==> src/rtl/bcs_pkg.sv <==
// Shared types, widths and codes for the ball capture sequencer.
`timescale 1ns / 1ps

package bcs_pkg;

    localparam int CNT_W      = 16;
    localparam int LIMIT_W    = 16;
    localparam int SWEEP_W    = 14;
    localparam int LEVEL_W    = 15;
    localparam int TURN_W     = 16;
    localparam int MODE_W     = 2;
    localparam int CFG_IDX_W  = 3;
    localparam int CFG_DATA_W = 16;
    localparam int CMP_W      = 33;

    typedef logic [CNT_W-1:0]   count_t;
    typedef logic [LIMIT_W-1:0] limit_t;
    typedef logic [SWEEP_W-1:0] sweep_t;
    typedef logic [LEVEL_W-1:0] level_t;
    typedef logic [MODE_W-1:0]  mode_t;

    localparam mode_t MODE_STAY   = 2'd0;
    localparam mode_t MODE_SHOOT  = 2'd1;
    localparam mode_t MODE_SEARCH = 2'd2;

    localparam logic [CFG_IDX_W-1:0] REG_CAPTURE_LIMIT = 3'd0;
    localparam logic [CFG_IDX_W-1:0] REG_SWEEP_TICKS   = 3'd1;
    localparam logic [CFG_IDX_W-1:0] REG_NEAR_LIMIT    = 3'd2;
    localparam logic [CFG_IDX_W-1:0] REG_FORWARD_LEVEL = 3'd3;
    localparam logic [CFG_IDX_W-1:0] REG_TURN_LEVEL    = 3'd4;

    localparam limit_t RST_CAPTURE_LIMIT = 16'd1000;
    localparam sweep_t RST_SWEEP_TICKS   = 14'd1000;
    localparam limit_t RST_NEAR_LIMIT    = 16'd200;
    localparam level_t RST_FORWARD_LEVEL = 15'd4915;
    localparam level_t RST_TURN_LEVEL    = 15'd6554;

    localparam count_t CNT_MAX = {CNT_W{1'b1}};

    typedef struct packed {
        limit_t        capture_limit;
        sweep_t        sweep_ticks;
        logic [15:0]   sweep_total;
        limit_t        near_limit;
        level_t        forward_level;
        level_t        turn_level;
    } bcs_cfg_t;

    typedef struct packed {
        count_t gate_count;
        count_t lost_count;
        count_t near_count;
        logic   far_last;
        logic   first_pending;
    } bcs_state_t;

    typedef struct packed {
        logic               drive_update;
        level_t             forward_drive;
        logic [TURN_W-1:0]  turn_drive;
        mode_t              next_mode;
    } bcs_result_t;

    function automatic count_t sat_inc(input count_t v);
        return (v == CNT_MAX) ? v : v + count_t'(1);
    endfunction

endpackage

==> src/rtl/bcs_step.sv <==
// Per-tick decision logic: next counter state and the drive/mode result.
`timescale 1ns / 1ps

module bcs_step (
    input  logic                command,
    input  logic                gate_seen,
    input  logic                near_echo,
    input  logic                far_echo,
    input  bcs_pkg::bcs_cfg_t   cfg,
    input  bcs_pkg::bcs_state_t st,
    output bcs_pkg::bcs_state_t st_next,
    output bcs_pkg::bcs_result_t res
);
    import bcs_pkg::*;

    count_t gate_inc;
    count_t lost_inc;
    count_t near_inc;

    assign gate_inc = sat_inc(st.gate_count);
    assign lost_inc = sat_inc(st.lost_count);
    assign near_inc = sat_inc(st.near_count);

    always_comb begin
        st_next = st;
        res     = '0;
        if (command) begin
            st_next.lost_count    = '0;
            st_next.first_pending = 1'b1;
        end else if (gate_seen) begin
            if (st.first_pending) begin
                st_next.first_pending = 1'b0;
                st_next.gate_count    = '0;
            end else begin
                st_next.lost_count = '0;
                st_next.near_count = '0;
                if (CMP_W'(gate_inc) > CMP_W'(cfg.capture_limit)) begin
                    res.next_mode      = MODE_SHOOT;
                    res.drive_update   = 1'b1;
                    st_next.gate_count = '0;
                end else begin
                    st_next.gate_count = gate_inc;
                end
            end
        end else if (near_echo || far_echo) begin
            res.drive_update   = 1'b1;
            res.forward_drive  = cfg.forward_level;
            st_next.lost_count = '0;
            st_next.near_count = '0;
            st_next.far_last   = !near_echo;
        end else if (st.far_last) begin
            st_next.near_count = '0;
            st_next.lost_count = lost_inc;
            res.drive_update   = 1'b1;
            // sweep left first, then right once past one leg
            if (CMP_W'(lost_inc) > CMP_W'(cfg.sweep_ticks)) begin
                res.turn_drive = {1'b0, cfg.turn_level};
            end else begin
                res.turn_drive = TURN_W'(0) - {1'b0, cfg.turn_level};
            end
            if (CMP_W'(lost_inc) > CMP_W'(cfg.sweep_total)) begin
                st_next.lost_count = '0;
                res.next_mode      = MODE_SEARCH;
            end
        end else if (CMP_W'(st.near_count) < CMP_W'(cfg.near_limit)) begin
            res.drive_update   = 1'b1;
            res.forward_drive  = cfg.forward_level;
            st_next.lost_count = '0;
            st_next.near_count = near_inc;
            st_next.far_last   = 1'b0;
        end else begin
            st_next.near_count = '0;
            st_next.far_last   = 1'b1;
        end
    end

endmodule

==> src/rtl/ball_capture_sequencer.sv <==
// Top level: config registers, sequencer state and registered result beat.
// Each result beat appears on m_* in the cycle after its input beat is accepted.
// Throughput: one beat per cycle while m_ready takes each result; the result register
// frees as it is taken, so s_ready is high whenever the output is empty or being taken.
// Reset (aresetn low, synchronous): counters cleared, far_last set,
// config registers back to defaults, no result pending.
`timescale 1ns / 1ps

module ball_capture_sequencer (
    input  logic                               aclk,
    input  logic                               aresetn,
    input  logic                               cfg_wr_en,
    input  logic [bcs_pkg::CFG_IDX_W-1:0]      cfg_index,
    input  logic [bcs_pkg::CFG_DATA_W-1:0]     cfg_wdata,
    input  logic                               s_valid,
    output logic                               s_ready,
    input  logic                               s_command,
    input  logic                               s_gate_seen,
    input  logic                               s_near_echo,
    input  logic                               s_far_echo,
    output logic                               m_valid,
    input  logic                               m_ready,
    output logic                               m_drive_update,
    output logic [bcs_pkg::LEVEL_W-1:0]        m_forward_drive,
    output logic signed [bcs_pkg::TURN_W-1:0]  m_turn_drive,
    output logic [bcs_pkg::MODE_W-1:0]         m_next_mode
);
    import bcs_pkg::*;

    bcs_cfg_t    cfg_reg;
    bcs_state_t  state_reg;
    bcs_state_t  state_next;
    bcs_result_t res_next;
    bcs_result_t res_reg;
    logic        valid_reg;
    logic        accept;

    assign s_ready = !valid_reg || m_ready;
    assign accept  = s_valid && s_ready;

    always_ff @(posedge aclk) begin
        if (!aresetn) begin
            cfg_reg.capture_limit <= RST_CAPTURE_LIMIT;
            cfg_reg.sweep_ticks   <= RST_SWEEP_TICKS;
            cfg_reg.sweep_total   <= {1'b0, RST_SWEEP_TICKS, 1'b0} + {2'b00, RST_SWEEP_TICKS};
            cfg_reg.near_limit    <= RST_NEAR_LIMIT;
            cfg_reg.forward_level <= RST_FORWARD_LEVEL;
            cfg_reg.turn_level    <= RST_TURN_LEVEL;
        end else if (cfg_wr_en) begin
            unique case (cfg_index)
                REG_CAPTURE_LIMIT: cfg_reg.capture_limit <= cfg_wdata[LIMIT_W-1:0];
                REG_SWEEP_TICKS: begin
                    cfg_reg.sweep_ticks <= cfg_wdata[SWEEP_W-1:0];
                    // three legs per sweep, kept as a register
                    cfg_reg.sweep_total <= {1'b0, cfg_wdata[SWEEP_W-1:0], 1'b0}
                                         + {2'b00, cfg_wdata[SWEEP_W-1:0]};
                end
                REG_NEAR_LIMIT:    cfg_reg.near_limit    <= cfg_wdata[LIMIT_W-1:0];
                REG_FORWARD_LEVEL: cfg_reg.forward_level <= cfg_wdata[LEVEL_W-1:0];
                REG_TURN_LEVEL:    cfg_reg.turn_level    <= cfg_wdata[LEVEL_W-1:0];
                default: ;
            endcase
        end
    end

    bcs_step u_step (
        .command   (s_command),
        .gate_seen (s_gate_seen),
        .near_echo (s_near_echo),
        .far_echo  (s_far_echo),
        .cfg       (cfg_reg),
        .st        (state_reg),
        .st_next   (state_next),
        .res       (res_next)
    );

    always_ff @(posedge aclk) begin
        if (!aresetn) begin
            state_reg.gate_count    <= '0;
            state_reg.lost_count    <= '0;
            state_reg.near_count    <= '0;
            state_reg.far_last      <= 1'b1;
            state_reg.first_pending <= 1'b0;
            valid_reg               <= 1'b0;
        end else begin
            if (accept) begin
                state_reg <= state_next;
                valid_reg <= 1'b1;
            end else if (m_ready) begin
                valid_reg <= 1'b0;
            end
        end
    end

    always_ff @(posedge aclk) begin
        if (accept) begin
            res_reg <= res_next;
        end
    end

    assign m_valid         = valid_reg;
    assign m_drive_update  = res_reg.drive_update;
    assign m_forward_drive = res_reg.forward_drive;
    assign m_turn_drive    = res_reg.turn_drive;
    assign m_next_mode     = res_reg.next_mode;

endmodule

==> config.mk <==
export PLATFORM = sky130hd
export DESIGN_NAME = ball_capture_sequencer
export DESIGN_NICKNAME = d
export VERILOG_FILES = /design/src/rtl/bcs_pkg.sv /design/src/rtl/bcs_step.sv /design/src/rtl/ball_capture_sequencer.sv
export SDC_FILE = /design/constraint.sdc
export NUM_CORES = 1
export LEC_CHECK = 0
export BUFFER_PORTS_ARGS = -buffer_cell sky130_fd_sc_hd__buf_2
export CORE_UTILIZATION = 40
export DETAILED_ROUTE_END_ITERATION = 10
export PLACE_DENSITY = 0.68
export SYNTH_ARGS = -nofsm -noshare
export SYNTH_HDL_FRONTEND = slang
export SYNTH_SLANG_ARGS = --single-unit
==> constraint.sdc <==
create_clock -name aclk -period 5.3 [get_ports aclk]
set_clock_uncertainty 0.15 [all_clocks]
set_input_delay 0.265 -clock aclk [delete_from_list [all_inputs] [get_ports aclk]]
set_output_delay 0.265 -clock aclk [all_outputs]
set_load 0.1 [all_outputs]
# Yosys cells after proc, flatten, opt, wreduce, memory -nomap -nowiden
# Index checks and enable logic that the tools add are counted.
# W data, S select, Z words.
word_totals:
  regBits: 177
  out_inout_bits: 36
  elab_cells: 93
classes:
  addsub: 5
  magnitude_cmp: 4
  eq_ne: 10
  muxes: 32
  bitwise_logic: 3
  reduce_logical: 22
op_table:
  columns: ["operator", "n"]
  rows:
  - ["$mux W16", 10]
  - ["$mux W32", 3]
  - ["$add A16 B1 Y16 const B", 3]
  - ["$eq A16 B16 Y1 const B", 3]
  - ["$mux W33", 1]
  - ["$gt A16 B16 Y1", 2]
  - ["$mux W15", 2]
  - ["$mux W17", 1]
  - ["$add A15 B14 Y16", 1]
  - ["$gt A16 B14 Y1", 1]
  - ["$lt A16 B16 Y1", 1]
  - ["$sub A1 B15 Y16 const A", 1]
  - ["$reduce_and A2 Y1", 6]
  - ["$mux W1", 10]
  - ["$mux W2", 5]
  - ["$reduce_and A3 Y1", 3]
  - ["$eq A3 B2 Y1 const B", 2]
  - ["$ne A5 B5 Y1 const B", 1]
  - ["$reduce_bool A5 Y1", 1]
  - ["$reduce_or A5 Y1", 1]
  - ["$reduce_and A4 Y1", 1]
  - ["$reduce_bool A2 Y1", 2]
  - ["$reduce_or A4 Y1", 1]
  - ["$eq A3 B1 Y1 const B", 1]
  - ["9 further kinds", 13]

# Longest topological paths before layout
logic_depth:
  word_depth: 8
  mapped_depth: 18
  ltp_nobuf: 16

# Cells and area by module
# From an unflattened synthesis, not the netlist that was laid out.
unflattened:
  hier_cells: 1394
  hier_area_um2: 11068.1
by_module_without_submodules:
  columns: ["module", "n_inst", "cells_per_inst", "area_each_um2", "seq_area_each_um2"]
  rows:
  - ["ball_capture_sequencer", 1, 750, 6961.7, 3863.7]
  - ["bcs_step", 1, 644, 4106.4, 0.0]

# Worst setup path before layout
# No wires, ideal clock.
synth_path:
  path_kind: "flip-flop to flip-flop"
  startpoint: "register state_reg[18] in the netlist's numbering"
  endpoint: "register res_reg (netlist bit m_turn_drive[2]), data pin"
  arrival_time_ns: 3.527
  setup_slack_ns: 1.476
  path_stages_with_launch: 18
  period_less_slack_ns: 3.824
  cell_sequence: "dfxtp_1 -> ha_1 -> and3_1 -> nand3_4 -> nor3_1 -> nor2_1 -> nand4_1 -> xnor2_1 -> ha_1 -> a21o_1 -> a21o_1 -> a211o_1 -> o211ai_2 -> a32oi_1 -> a21o_4 -> buf_6 -> or3_1 -> a21oi_1"
synth_via:
  elab_chain_len: 4
synth_lines:
  columns: ["element", "line", "source"]
  rows:
  - ["start, declared", "ball_capture_sequencer.sv:31", "bcs_state_t state_reg;"]
  - ["start signal, assigned", "ball_capture_sequencer.sv:87", "state_reg <= state_next;"]
  - ["$add A16 B1 Y16 or $eq A16 B16 Y1 (tied branches)", "bcs_pkg.sv:65", "return (v == CNT_MAX) ? v : v + count_t'(1);"]
  - ["$mux W16 *", "bcs_pkg.sv:65", null]
  - ["$gt A16 B14 Y1 *", "bcs_step.sv:56", "if (CMP_W'(lost_inc) > CMP_W'(cfg.sweep_ticks)) begin"]
  - ["$mux W15 *", "bcs_step.sv:56", null]
  - ["end signal, assigned", "ball_capture_sequencer.sv:97", "res_reg <= res_next;"]
  - ["end, declared", "ball_capture_sequencer.sv:34", "bcs_result_t res_reg;"]
# Every way passes the cells marked *; elsewhere a longest branch is shown, timed or not.
# A chain may end at the register's enable or synchronous reset.

# Worst setup path in the final report
layout_path:
  startpoint: "register state_reg[38] in the netlist's numbering"
  endpoint: "register state_reg[40] in the netlist's numbering"
layout_via:
  elab_chain_len: 5
layout_lines:
  columns: ["element", "line", "source"]
  rows:
  - ["$add A16 B1 Y16 or $eq A16 B16 Y1 (tied branches)", "bcs_pkg.sv:65", null]
  - ["$mux W16 *", "bcs_pkg.sv:65", null]
  - ["$gt A16 B16 Y1", "bcs_step.sv:37", "if (CMP_W'(gate_inc) > CMP_W'(cfg.capture_limit)) begin"]
  - ["$mux W16 *", "bcs_step.sv:37", null]
  - ["$mux W16 *", "bcs_step.sv:31", "if (st.first_pending) begin"]
# Marked as above.

==> summary.md <==
| Metric | Value |
|---|---|
| Crit path max fanout | `13` |
| Syn_area_per_cell | `8.439 um2` |
| Drt drc | `0` |
| Mapped Area | `9916 um2` |
| Area Overhead vs Synth | `11.84%` |
| Share of layout cells above drive strength 1 | `11.39%` |
| Largest net degree at the start of global routing | `54` |
| Ys async rst share | `0%` |
| Final Cell Area | `11,090 um2` |
| Detail Route Antenna Nets | `0` |
| Initial DRC Count | `663` |
| Crit path launch | `state_reg[38]` |
| Max Slew Vio Count | `0` |
| Top FF cell, synth | `dfxtp_1` |
| Detailed Routing Iterations Pass 1 | `5` |
| Metal1 wirelength | `11,450 um` |
| CTS tree | `done` |
| Top routing layer used | `met4` |
| Cell Rows | `57` |
| Hold path endpoint | `cfg_reg[63]` |
| Pleak | `4.530 nW` |
| DP Wirelength | `17,300 um` |
| WP data arrival | `4.95 ns` |
| Maximum clock insertion buffer count | `2` |
| Wire length on met2 | `11,260 um` |
| Wirelength per Cell | `15.73 um` |
| Synth top area cells | `dfxtp_1 29%, edfxtp_1 10%, ha_1 10%, nand2_1 8.1%, a21oi_1 5.9%` |
| Clk pin slew, worst setup/hold paths | `0.08 ns` |
| EDFF count, synth | `34` |
| Setup Buffers After CTS | `0` |
| Hold Path Class | `in -> reg` |
| GRT overflow | `0` |
| Slew margin rel. | `27.36%` |
| Utilization after layout | `45.60%` |
| First-pass GRT wire length | `40,320 um` |
| CTS Buf Count | `17` |
| Sequential fraction of the synthesis area | `38.97%` |
| Max cap viols | `0` |
| Worst r2r src | `state_reg[38]` |
| Final #Nets | `1,324` |
| Synth area leader | `dfxtp_1` |
| Outcome | `finished, final reports clean` |
| Startpoint class of the critical path | `flop` |
| Syn nets | `1,283` |
| Clock Tree Root | `clkbuf_16` |
| Via total after detailed routing | `8,398` |
| Hold Fails Final Rpt | `0` |
| Synth Register Bits | `176` |
| Die width | `159.4 um` |
| CTS H-Tree Depth | `4` |
| Reg2Reg Setup Slack | `0.59 ns` |
| YS warnings | `0` |
| CP required | `5.54 ns` |
| RSZ-0062 raised after global routing | `false` |
| Min-Delay Path Depth | `3` |
| Core area | `24,320 um2` |
| Final GP Congestion | `0.8399` |
| Vias/cell | `5.408` |
| Tcrit/Tclk final | `88.85%` |
| Pwr Density | `271.0 nW/um2` |
| R2R depth | `13` |
| DIE AREA | `25,420 um2` |
| Antenna violations before repair | `0` |
| Worst path most repeated cell | `nand4_1` |
| CP Capture Type | `flop` |
| Num Clock Sinks | `176` |
| Port bufs | `63` |
| Crit Reg-Reg Endpoint | `state_reg[40]` |
| WHS | `0.03478 ns` |
| Worst VDD drop | `222.7 uV` |
| Area after DPL | `10,470 um2` |
| CP peak stage delay | `0.83 ns` |
| I/O Pins | `64` |
| Worst Hold Launch | `cfg_wdata[1]` |
| CP Cell Sequence | `and4_1, nand4_1, nor4_2, nand4_1, and2_1, nor2b_1, xnor2_1, ha_1, nand4_1, or2_2, o32ai_2, and2_1, a22o_1` |
| Setup TNS | `0 ns` |
| Starting density of the core | `40.77%` |
| Max Freq | `0.2124 GHz` |
| Post-synthesis cell type count | `83` |
| Crit-path slowest cell | `o32ai_2` |
| Clk Latency, worst-skew pair | `0.44 ns` |
| Mapped Cells | `1,175` |
| Most frequent cells in the layout | `214 x nand2_1, 142 x dfxtp_1, 117 x a21oi_1` |
| Diode count | `0` |
| Top-area cell type share of the netlist area | `28.67%` |
| Slew of the pin with the lowest slew margin | `1.089 ns` |
| Most common cell after layout, fill and taps aside | `nand2_1` |
| Final min period | `4.709 ns` |
| Number of global-route vias before repair | `7,870` |
| Met3 routed WL | `1082 um` |
| Final Setup Violations | `0` |
| Setup CP Type | `reg -> reg` |
| Gr usage total | `19.69%` |
| Max reg flops | `91` |
| Die height | `159.4 um` |
| Final WL | `24,430 um` |
## through the flow
stage	instances	power, mW	setup WS (ns)
finish	1553	3.005	0.5909
global route	1553	3.106	0.2085
CTS	1553	3.019	0.6658
detailed placement	1516	1.802	0.6771
global placement	1516	1.796	0.7887
floorplan	1175	1.712	1.476
## how the worst max path moves through the flow
stage               depth (start not counted)         endpoint  slack, ns
finish                                     13    state_reg[40]       0.59
global route                               15    state_reg[18]       0.21
CTS                                        13    state_reg[40]       0.67
detailed placement                         13    state_reg[36]       0.68
global placement                           15    state_reg[29]       0.79
floorplan                                  17  m_turn_drive[2]       1.48
## critical path, delay by kind of cell, from the launching register on
| family | cells | cell delay (ns) |
|---|---|---|
| fa+ha+maj | 1 | 0.29 |
| simple gates | 9 | 2.61 |
| xor+xnor | 1 | 0.14 |
| compound gates | 2 | 1.03 |
| flops | 1 | 0.45 |
## synthesized netlist by cell type, types with 5 or more instances
master / instances
ha_1: 79
nand2b_1: 5
buf_2: 7
nand3b_1: 5
and3_1: 9
xor2_1: 9
o21ai_0: 14
a211oi_1: 8
xnor2_1: 24
or4_1: 8
o21a_1: 14
nor3_1: 19
mux2i_1: 5
nor2_1: 48
clkbuf_1: 45
nand3_1: 50
o21ai_1: 11
a21oi_1: 117
or3_1: 15
dfxtp_1: 142
edfxtp_1: 34
nor2b_1: 8
nand2_1: 214
inv_1: 80
o211ai_1: 29
nand4_1: 26
and2_1: 23
a22o_1: 9
a21o_1: 21
o22ai_1: 6
a31oi_1: 12
## routing by layer
metal  global-route usage (%)  vias to the layer above
met5                        0                        -
met4                    7.867                        0
met3                    2.423                       37
met2                    31.88                      204
met1                    26.64                     3904
li1                         -                     4253
## area by class of cell
| type | instances | area, um2 |
|---|---|---|
| multi-input cells | 864 | 5518 |
| well taps | 324 | 405.4 |
| repair buffers | 77 | 432.9 |
| clock inverters | 15 | 143.9 |
| inverters | 80 | 300.3 |
| fillers | 2354 | 13230 |
| flip-flops and latches | 176 | 3864 |
| clock buffers | 17 | 425.4 |
## timing repair
item / 4_1_cts / 5_1_grt
hold buffers: 5 / 0
resized for setup: 0 / 0
endpoints found under the hold margin: 8 / 0
## cells by family (layout without fill, tap and decap cells)
family / count (synthesis) / after routing / synth area share (%)
xor gates and xnor gates: 33 / 33 / 2.915
adders and majority gates: 80 / 80 / 10.17
DFF: 176 / 176 / 38.97
AOI/OAI and AO/OA: 283 / 283 / 18.93
muxes: 5 / 5 / 0.5048
buffers and inverters: 135 / 189 / 5.388
and+or+nand+nor: 463 / 463 / 23.13
## report_power, final
part	total, mW	internal, mW	switching, mW
Clock	1.23	0.625	0.604
Combinational	0.363	0.0913	0.271
Sequential	1.41	1.40	0.0151
(Power assumes the default switching activity.)
